[src/rtl/mp2a_pkg.sv]
package mp2a_pkg;

  localparam int unsigned DEF_MAX_KERNEL = 8;
  localparam int unsigned DEF_MAX_WIDTH  = 1024;
  localparam int unsigned DEF_MAX_HEIGHT = 1024;
  localparam int unsigned STEP_LIMIT     = 8;

  localparam logic [1:0] REG_KERNEL = 2'd0;
  localparam logic [1:0] REG_STEP   = 2'd1;
  localparam logic [1:0] REG_WIDTH  = 2'd2;
  localparam logic [1:0] REG_HEIGHT = 2'd3;

  typedef enum logic [2:0] {
    ST_IDLE,
    ST_SCAN,
    ST_WAIT,
    ST_LAST,
    ST_OUT
  } ctrl_state_t;

  // controller to datapath
  typedef struct packed {
    logic take;       // write sample, latch window info
    logic scan_start; // first read issued this cycle
    logic scan_step;  // advance window read address
    logic cmp_en;     // read data valid, compare
    logic load_out;   // move result to output register
  } dp_cmd_t;

  // datapath to controller
  typedef struct packed {
    logic fire;       // accepted sample completes a window
    logic scan_done;  // last window address issued
  } dp_stat_t;

  // strict IEEE single greater-than; NaN compares false
  function automatic logic fgt(input logic [31:0] a, input logic [31:0] b);
    logic an, bn, az;
    an = (a[30:23] == 8'hff) && (a[22:0] != 23'd0);
    bn = (b[30:23] == 8'hff) && (b[22:0] != 23'd0);
    az = (a[30:0] == 31'd0) && (b[30:0] == 31'd0);
    if (an || bn || az) return 1'b0;
    if (!a[31] && !b[31]) return a[30:0] > b[30:0];
    if (a[31] && b[31]) return a[30:0] < b[30:0];
    return !a[31];
  endfunction

endpackage

[src/rtl/mp2a_ctrl.sv]
module mp2a_ctrl import mp2a_pkg::*; (
  input  logic     clk,
  input  logic     rst,
  input  logic     in_valid,
  output logic     in_ready,
  input  logic     out_free,
  input  dp_stat_t stat,
  output dp_cmd_t  cmd
);

  ctrl_state_t state, state_next;

  always_ff @(posedge clk) begin
    if (rst) state <= ST_IDLE;
    else state <= state_next;
  end

  always_comb begin
    state_next = state;
    cmd = '0;
    in_ready = 1'b0;
    case (state)
      ST_IDLE: begin
        in_ready = !rst;
        if (in_valid && !rst) begin
          cmd.take = 1'b1;
          if (stat.fire) state_next = ST_SCAN;
        end
      end
      ST_SCAN: begin
        // one store read per cycle; read data is registered and arrives in the next cycle
        cmd.scan_start = 1'b1;
        cmd.scan_step = 1'b1;
        state_next = stat.scan_done ? ST_LAST : ST_WAIT;
      end
      ST_WAIT: begin
        cmd.cmp_en = 1'b1;
        cmd.scan_step = 1'b1;
        if (stat.scan_done) state_next = ST_LAST;
      end
      ST_LAST: begin
        cmd.cmp_en = 1'b1;
        state_next = ST_OUT;
      end
      ST_OUT: begin
        if (out_free) begin
          cmd.load_out = 1'b1;
          state_next = ST_IDLE;
        end
      end
      default: state_next = ST_IDLE;
    endcase
  end

endmodule

[config.mk]
export PLATFORM = sky130hd
export DESIGN_NAME = mp2a_ctrl
export DESIGN_NICKNAME = d
export VERILOG_FILES = /design/src/rtl/mp2a_pkg.sv /design/src/rtl/mp2a_ctrl.sv
export SDC_FILE = /design/constraint.sdc
export NUM_CORES = 1
export LEC_CHECK = 0
export BUFFER_PORTS_ARGS = -buffer_cell sky130_fd_sc_hd__buf_2
export CORE_AREA = 4 4 41 43
export CTS_CLUSTER_DIAMETER = 60
export DETAILED_ROUTE_END_ITERATION = 7
export DIE_AREA = 0 0 45 47
export SETUP_SLACK_MARGIN = 0.05
export SLEW_MARGIN = 20
export SYNTH_ARGS = -nofsm -noshare
export SYNTH_HDL_FRONTEND = slang
export SYNTH_SLANG_ARGS = --single-unit
export TNS_END_PERCENT = 30
[constraint.sdc]
create_clock -name clk -period 1 [get_ports clk]
set_input_delay 0.15 -clock clk [delete_from_list [all_inputs] [get_ports clk]]
set_output_delay 0.15 -clock clk [all_outputs]
set_load 0.01 [all_outputs]
==> reports/results.txt, run 1 <==
Antenna cells = 0
Top-area cell type share of the netlist area = 30.6%
Slew Limit Fails = 0
Fillers = 150
Fin. Hold Viols = 0
Register share of total power = 26.8%
Worst setup EP type = output pin
Global route hottest layer = met4
Syn Nets = 29
Synth-to-Final Area Change = 98.1%
Root Driver = clkbuf_4
EDFF count, synth = 0
Initial Util = 15.1%
Vias in the first global route = 232
Setup TNS = -1.31 ns
# H-tree levels = 1
Antenna violations before repair = 0
Logic pwr share = 33.2%
Hold bufs inserted after CTS = 0
Maxcap violations = 0
Max frequency = 0.790 GHz
Met2 Use GR = 11.3%
M3 GR Usage = 1.53%
Status = finished with violations
Ys Warns = 0
Largest Register = state
Static leakage = 0.181 nW
Most used flip-flop cell after synthesis = dfxtp_1
Distinct cell type count after synthesis = 18
Num CTS Buffers = 3
Drt drc = 0
Top flop regs = state (3)
Drt pass-1 iters = 2
Synthesized area per cell = 8.54 um^2
Highest net fanout along the worst path = 4
Final worst slack = -0.266 ns
Clock power frac = 39.9%
Setup Skew = 0.00736 ns
Slowest cell delay on critical path = 0.35 ns
Seq/Total Area, Yosys = 30.6%
Share of cells above drive strength 1 = 69.8%
Top cell type by total area after synthesis = dfxtp_1
CP max-delay cell = dfxtp_4
Antenna Nets Post-Route = 0
Initial DRC count = 1
Power Dens Cells = 1440 mW/mm^2
Mapped Cells = 23
HPWL Detailed = 403 um
Failing checks = negative setup slack
Met1 Use GR = 7.05%
Tot Pwr = 0.559 mW
Critical-path cell list = nor4_4 > and2_4 > buf_6
Latest clock arrival within the worst-skew pair = 0.24 ns
Syn Std Cell Area = 196 um^2
Max Root-Sink Buffers = 2
Fin crit share = 127%
Chip Height = 47 um
Worst Setup Path Type = flop to output pin
Worst EP required = 0.85 ns
Gpl congestion = 0.720
Top-Level Pins = 12
VDD IR-drop max = 0.538 mV
Detailed-route via count = 234
# clock sinks = 3
First-pass GRT wire length = 1030 um
P_sw = 0.164 mW
Arrival time at the worst endpoint = 1.12 ns
PortBufs = 11
Chip width = 45 um
Via/cell ratio = 4.03
GR Overflow Total = 0
Sw frac = 29.3%
Startpoint types = flop
Ys async rst share = 0%
# rows = 13
Hold Path Class = input port to flop
RSZ-0062 raised after global routing = true
Tmin final = 1.27 ns
Final setup viols = 7
Post-synth top cells = dfxtp_1, nand3b_1, nor2_1
Core area = 0.00130 mm^2
WP buf/inv = 1
Placed cells = 52
CTS tree = done
Crit-path leading delay family = simple AND/OR/NAND/NOR gates
Die area = 0.00212 mm^2
Clock-pin slew of the registers on the worst-case setup and hold paths = 0.04 ns
Area contributors post-synth = dfxtp_1, nand3b_1, buf_6, nand4bb_1, or4b_1
Int Power = 0.396 mW
Max reg flops = 3
Routed length per instance = 10.3 um
NumNets Final = 50
Relative slew slack = 85.8%
Worst Tran Pin Value = 0.212 ns
GRT Total Usage = 7.58%
DRT Wirelength = 596 um
Largest net degree at the start of global routing = 8
Final cell count without fillers = 58
Synth Register Bits = 3
per-layer routing:
layer	up-vias	wire length, um
met5	-	0
met4	0	25
met1	102	243
li1	120	-
met2	10	284
met3	2	43
worst reg2reg max path, stage by stage (launching register included):
cell and delay (ns):
dfxtp_4 0.35, buf_4 0.15, or4b_1 0.46, a21oi_1 0.15
final timing paths:
kind                               from               endpoint  slack [ns]  cells past startpoint
setup / recovery  state[1]$_SDFFE_PP0P_                 cmd[4]       -0.27                      3
hold / removal                      rst  state[2]$_SDFFE_PP0P_        0.13                      2
setup reg to reg  state[1]$_SDFFE_PP0P_  state[2]$_SDFFE_PP0P_       -0.18                      3
hold reg to reg   state[0]$_SDFFE_PP0P_  state[2]$_SDFFE_PP0P_        0.61                      2
placed cells by master, fill, tap and decap left out, drive strengths merged:
master   instances
buf             19
and2             1
a31oi            1
xnor2            1
clkbuf           4
a21oi            1
nand4bb          1
nor3b            1
nor3             1
nor4             1
dfxtp            3
or2              1
nor2b            1
nand2            1
or4b             1
nor2             2
nand3b           3
kinds of logic after synthesis:
logic type,after synthesis,share of synthesized area [%]
XOR/XNOR,1,4.46
buffers and inverters,3,12.1
AO/OA/AOI/OAI,2,5.73
AND/OR/NAND/NOR,14,47.1
flip-flops,3,30.6
repair_timing:
item                                    CTS  global route
endpoints found under the setup margin    8             8
pin swaps                                 4             3
gates resized for setup                  11             0
setup buffers                             0             2
area by class of cell:
| class | instances | area (um^2) | share of cell area, % |
|---|---|---|---|
| tap | 15 | 18.8 | 4.82 |
| timing repair buffer | 19 | 125 | 32.2 |
| sequential | 3 | 71.3 | 18.3 |
| clock buffer | 4 | 26.3 | 6.75 |
| multi-input combinational | 17 | 148 | 37.9 |
power by group through the flow:
stage,clock [mW],sequential (mW),combinational [mW]
2_1_floorplan,0,0.137,0.116
3_3_place_gp,0,0.154,0.148
3_5_place_dp,0,0.154,0.148
4_1_cts,0.232,0.156,0.165
5_1_grt,0.257,0.153,0.205
6_report,0.223,0.150,0.186
stage by stage:
stage          util [%]  setup slack (ns)  area, um^2  hold WS [ns]
2_1_floorplan         -           -0.0765         220         0.219
3_3_place_gp       23.8           -0.0746         309         0.371
3_5_place_dp       23.8           -0.0656         309         0.373
4_1_cts            28.7            -0.292         374         0.110
5_1_grt            29.9            -0.322         389         0.126
6_report           29.9            -0.266         389         0.128
No activity file was read; power rests on OpenSTA's default activity.
==> run 2: changes to the inputs <==
clock period = 1.5 ns   (was 1 ns; I/O delays follow)
==> run 2 against run 1 <==
Net effect:
- the flow now finishes without violations
- via count decreased by 14%
- flip-flop and latch count unchanged
- sequential power decreased by 29%
- routed wire length decreased by 22%
- global-route usage decreased by 1.9 points
- largest power group unchanged
==> reports/results.txt, run 2 (synthesis results as in run 1) <==
Status = complete, no violations
Share of cells above drive strength 1 = 51.4% (-18 points)
Design Area, Final = 292 um^2 (-25%)
Chip Height = 47 um (unchanged)
Initial DRC count = 10 (+9)
Root Driver = clkbuf_4
Relative slew slack = 86.7% (+0.91 points)
HPWL Detailed = 349 um (-13%)
Tmin final = 1.35 ns
Slew Limit Fails = 0 (unchanged)
Placed cell areas = 246 um^2 (-20%)
WHS = 0.209 ns (+0.0811 ns)
Setup TNS = 0 ns (+1.31 ns)
Worst setup EP type = output pin
Highest net fanout along the worst path = 8 (+4)
Top-Level Pins = 12 (unchanged)
Static leakage = 0.124 nW (-31%)
# clock sinks = 3 (unchanged)
Largest Register = state
Max Root-Sink Buffers = 2 (unchanged)
M3 GR Usage = 4.21% (+2.7 points)
First-pass GRT wire length = 765 um (-26%)
Detailed-route via count = 202 (-14%)
Met1 Use GR = 6.12% (-0.92 points)
Commonest cells after routing, fill and taps aside = buf_2, nand3b_1, clkbuf_4, dfxtp_2, nor2_1
GRT Total Usage = 5.68% (-1.9 points)
Fin. Hold Viols = 0 (unchanged)
Gpl congestion = 0.668 (-7.2%)
Synth-to-Final Area Change = 48.4%
Met2 Use GR = 6.21% (-5.1 points)
Power Dens Cells = 1090 mW/mm^2 (-24%)
VDD IR-drop max = 0.300 mV (-44%)
Latest clock arrival within the worst-skew pair = 0.23 ns (about the same)
Worst EP required = 1.27 ns (+0.42 ns)
Drt pass-1 iters = 2 (unchanged)
Fin crit share = 90.3%
Antenna cells = 0 (unchanged)
CTS tree = done
# H-tree levels = 1 (unchanged)
GR Overflow Total = 0 (unchanged)
Commonest non-fill, non-tap cell in the layout = buf_2
Fillers = 154 (+2.7%)
Top flop regs = state (3)
Antenna violations before repair = 0 (unchanged)
DRT Wirelength = 464 um (-22%)
Die area = 0.00212 mm^2 (unchanged)
Chip width = 45 um (unchanged)
Startpoint types = flop
Max reg flops = 3 (unchanged)
Clock-pin slew of the registers on the worst-case setup and hold paths = 0.04 ns (about the same)
Routed length per instance = 9.28 um (-9.7%)
Maxcap violations = 0 (unchanged)
Worst Setup Path Type = flop to output pin
Hold bufs inserted after CTS = 0 (unchanged)
Drt drc = 0 (unchanged)
Worst Tran Pin Value = 0.198 ns (-0.0136 ns)
NumNets Final = 42 (-16%)
# rows = 13 (unchanged)
Final setup viols = 0 (-7)
Via/cell ratio = 4.04 (+0.14%)
Antenna Nets Post-Route = 0 (unchanged)
PortBufs = 11 (unchanged)
Global route hottest layer = met4
Post-CTS Setup Repair Bufs = 0 (unchanged)
Hold Path Class = input port to flop
Largest net degree at the start of global routing = 11 (+3)
Setup Skew = 0.00299 ns (-0.00437 ns)
Max frequency = 0.738 GHz
Fin util = 22.4% (-7.5 points)
Arrival time at the worst endpoint = 1.13 ns (about the same)
RSZ-0062 raised after global routing = true
Vias in the first global route = 186 (-20%)
Initial Util = 15.1% (unchanged)
Num CTS Buffers = 3 (unchanged)
Core area = 0.00130 mm^2 (unchanged)
## run 2: critical path: stages (launching register included)
cell	delay, ns
dfxtp_2	0.35
nor4_4	0.28
and2_1	0.15
buf_2	0.12
## run 2: metrics by stage
step	worst slack (ns)	power [mW]	std cells
2_1_floorplan	0.130	0.156	23
3_3_place_gp	0.317	0.169	46
3_5_place_dp	0.270	0.171	46
4_1_cts	0.0588	0.320	50
5_1_grt	0.0443	0.353	50
6_report	0.146	0.318	50
## run 2: routing by layer
layer  part of all wire [%]  wire [um]  vias to the layer above
met5                      0          0                        -
met4                      0          0                        0
met3                     14         66                        0
met2                     41        192                       12
met1                     44        205                       84
li1                       -          -                      106
## run 2: power breakdown
group	total (mW)	internal [mW]	leakage, nW	switching (mW)
Combinational	0.0696	0.0389	0.0835	0.0307
Clock	0.141	0.0997	0.0150	0.0415
Sequential	0.107	0.0886	0.0258	0.0186
## run 2: what timing repair did
action,4_1_cts,5_1_grt
resized for setup,1,4
pin swaps,0,1
cloned,0,0
setup endpoints to repair,1,2
## run 2: path summary, 6_finish.rpt
kind,from,endpoint,slack [ns],cells after the start
worst max-delay path,state[2]$_SDFFE_PP0P_,cmd[4],0.15,3
worst min-delay path,rst,state[2]$_SDFFE_PP0P_,0.21,2
worst max register to register,state[1]$_SDFFE_PP0P_,state[2]$_SDFFE_PP0P_,0.38,2
worst min register to register,state[1]$_SDFFE_PP0P_,state[2]$_SDFFE_PP0P_,0.56,2
## run 2: final cells by class
| cell class | instances | area [um^2] | share of cell area [%] |
|---|---|---|---|
| multi-input combinational | 17 | 128 | 43.8 |
| sequential | 3 | 63.8 | 21.9 |
| timing repair buffer | 11 | 55.1 | 18.9 |
| clock buffer | 4 | 26.3 | 9.01 |
| tap | 15 | 18.8 | 6.44 |
==> run 3: changes to the inputs <==
MAX_ROUTING_LAYER = met4   (was not set)
==> run 3 against run 2 <==
Net effect:
- critical path depth unchanged
- via count fell by 1.5%
- routed wire length increased by 2.4%
- flip-flop and latch count unchanged
- critical endpoint unchanged
- largest cell class unchanged
- largest power group unchanged
- highest routed layer unchanged
==> reports/results.txt, run 3 (synthesis results as in run 1) <==
Critical-path cell list = nor4_4 > and2_1 > buf_2
Arrival time at the worst endpoint = 1.13 ns (about the same)
Seq. cell area = 63.8 um^2 (unchanged)
Hold depth = 2 (unchanged)
Crit-path leading delay family = simple AND/OR/NAND/NOR gates
Commonest cells after routing, fill and taps aside = buf_2, nand3b_1, clkbuf_4, dfxtp_2, nor2_1
Area of the multi-input gates = 128 um^2 (unchanged)
Antenna violations before repair = 0 (unchanged)
Register share of total power = 33.8% (about the same)
Root Driver = clkbuf_4
Hold path startpoint = rst
PortBufs = 11 (unchanged)
Worst EP required = 1.27 ns (about the same)
Max Root-Sink Buffers = 2 (unchanged)
Core area = 0.00130 mm^2 (unchanged)
Routed length per instance = 9.50 um (+2.4%)
Fin util = 22.4% (unchanged)
VDD IR-drop max = 0.300 mV (-0.14%)
Fin. Hold Viols = 0 (unchanged)
Setup TNS = 0 ns (unchanged)
Sw frac = 28.5% (-0.047 points)
Synth-to-Final Area Change = 48.4% (unchanged)
Final worst slack = 0.142 ns (-0.00364 ns)
Slowest cell delay on critical path = 0.36 ns (about the same)
Setup Skew = 0.00282 ns (-0.000163 ns)
NumNets Final = 42 (unchanged)
Worst setup EP type = output pin
Commonest non-fill, non-tap cell in the layout = buf_2
Vias in the first global route = 180 (-3.2%)
GRT Total Usage = 6.11% (+0.43 points)
Logic pwr share = 21.9% (about the same)
Largest Register = state
Relative slew slack = 86.7% (about the same)
Tmin final = 1.36 ns (+0.00364 ns)
Fillers = 154 (unchanged)
Startpoint types = flop
Chip width = 45 um (unchanged)
Detailed-route via count = 199 (-1.5%)
Worst Hold End = state[2]$_SDFFE_PP0P_
HPWL Detailed = 349 um (unchanged)
Drt drc = 0 (unchanged)
Max frequency = 0.737 GHz (-0.27%)
# clock sinks = 3 (unchanged)
Chip Height = 47 um (unchanged)
R2R Path End = state[2]$_SDFFE_PP0P_
Latest clock arrival within the worst-skew pair = 0.23 ns (about the same)
WP buf/inv = 1 (unchanged)
CP Depth = 3 (unchanged)
P_sw = 0.0907 mW (-0.24%)
Top flop regs = state (3)
# H-tree levels = 1 (unchanged)
Worst Setup Path Type = flop to output pin
Antenna cells = 0 (unchanged)
Antenna Nets Post-Route = 0 (unchanged)
Clock-pin slew of the registers on the worst-case setup and hold paths = 0.04 ns (about the same)
Initial DRC count = 8 (-2)
Reg2reg path depth = 2 (unchanged)
Hold Path Class = input port to flop
Maxcap violations = 0 (unchanged)
Static leakage = 0.124 nW (unchanged)
CP max-delay cell = dfxtp_2
CTS tree = done
Worst Tran Pin Value = 0.198 ns (-0.000218 ns)
Largest net degree at the start of global routing = 11 (unchanged)
First-pass GRT wire length = 772 um (+0.92%)
Highest net fanout along the worst path = 8 (unchanged)
Final setup viols = 0 (unchanged)
RSZ-0062 raised after global routing = true
Int Power = 0.227 mW (about the same)
Power Dens Cells = 1090 mW/mm^2 (about the same)
Fin crit share = 90.5% (+0.24 points)
Post-CTS Setup Repair Bufs = 0 (unchanged)
Via/cell ratio = 3.98 (-1.5%)
Top-Level Pins = 12 (unchanged)
WHS = 0.210 ns (+0.000529 ns)
Flop-to-flop setup slack = 0.38 ns (about the same)
Slew Limit Fails = 0 (unchanged)
Pre-CTS WS = 0.270 ns (unchanged)
Share of cells above drive strength 1 = 51.4% (unchanged)
Num CTS Buffers = 3 (unchanged)
Clock power frac = 44.3% (about the same)
Design Area, Final = 292 um^2 (unchanged)
DRT Wirelength = 475 um (+2.4%)
Placed cell areas = 246 um^2 (unchanged)
Initial Util = 15.1% (unchanged)
Max reg flops = 3 (unchanged)
GR Overflow Total = 0 (unchanged)
Drt pass-1 iters = 2 (unchanged)
# rows = 13 (unchanged)
Reg-to-Reg Start = state[1]$_SDFFE_PP0P_
Die area = 0.00212 mm^2 (unchanged)
Status = complete, no violations
Gpl congestion = 0.675 (+0.96%)
## run 3: cell counts in the layout (fill, tap and decap cells not counted)
No cell type changed its count.
## run 3: what timing repair did
action | 4_1_cts | 5_1_grt
pin swaps | 0 | 1
endpoints found under the setup margin | 1 | 3
hold buffers | 0 | 0
endpoints found under the hold margin | 0 | 0
gates resized for setup | 1 | 4
## run 3: cell type report
| cell class | count | share of cell area, % |
|---|---|---|
| Clock buffer | 4 | 9.01 |
| Multi-Input combinational cell | 17 | 43.8 |
| Sequential cell | 3 | 21.9 |
| Tap cell | 15 | 6.44 |
| Timing Repair Buffer | 11 | 18.9 |
## run 3: power groups by stage
stage | clock [mW] | combinational (mW) | sequential (mW)
after global routing | 0.169 | 0.0781 | 0.109
after floorplan | 0 | 0.0652 | 0.0903
after detailed placement | 0 | 0.0671 | 0.103
after global placement | 0 | 0.0661 | 0.103
final | 0.141 | 0.0697 | 0.107
after CTS | 0.148 | 0.0690 | 0.103
## run 3: metal layers
metal / up-vias / GRT usage (%) / share of wire [%]
li1: 106 / - / -
met1: 81 / 6.35 / 47
met2: 12 / 6.21 / 39
met3: 0 / 4.98 / 13
met4: 0 / 7.02 / 0
met5: - / - / 0
## run 3: worst max path at each step
stage	to	start
3_3_place_gp	cmd[4]	state[1]$_SDFFE_PP0P_
4_1_cts	cmd[4]	state[1]$_SDFFE_PP0P_
3_5_place_dp	cmd[4]	state[1]$_SDFFE_PP0P_
6_report	cmd[4]	state[2]$_SDFFE_PP0P_
2_1_floorplan	cmd[4]	state[1]$_SDFFE_PP0P_
5_1_grt	cmd[4]	state[2]$_SDFFE_PP0P_
## run 3: through the flow
stage	instances	total power [mW]
finish	50	0.318
global route	50	0.357
CTS	50	0.320
detailed placement	46	0.171
global placement	46	0.169
floorplan	23	0.156
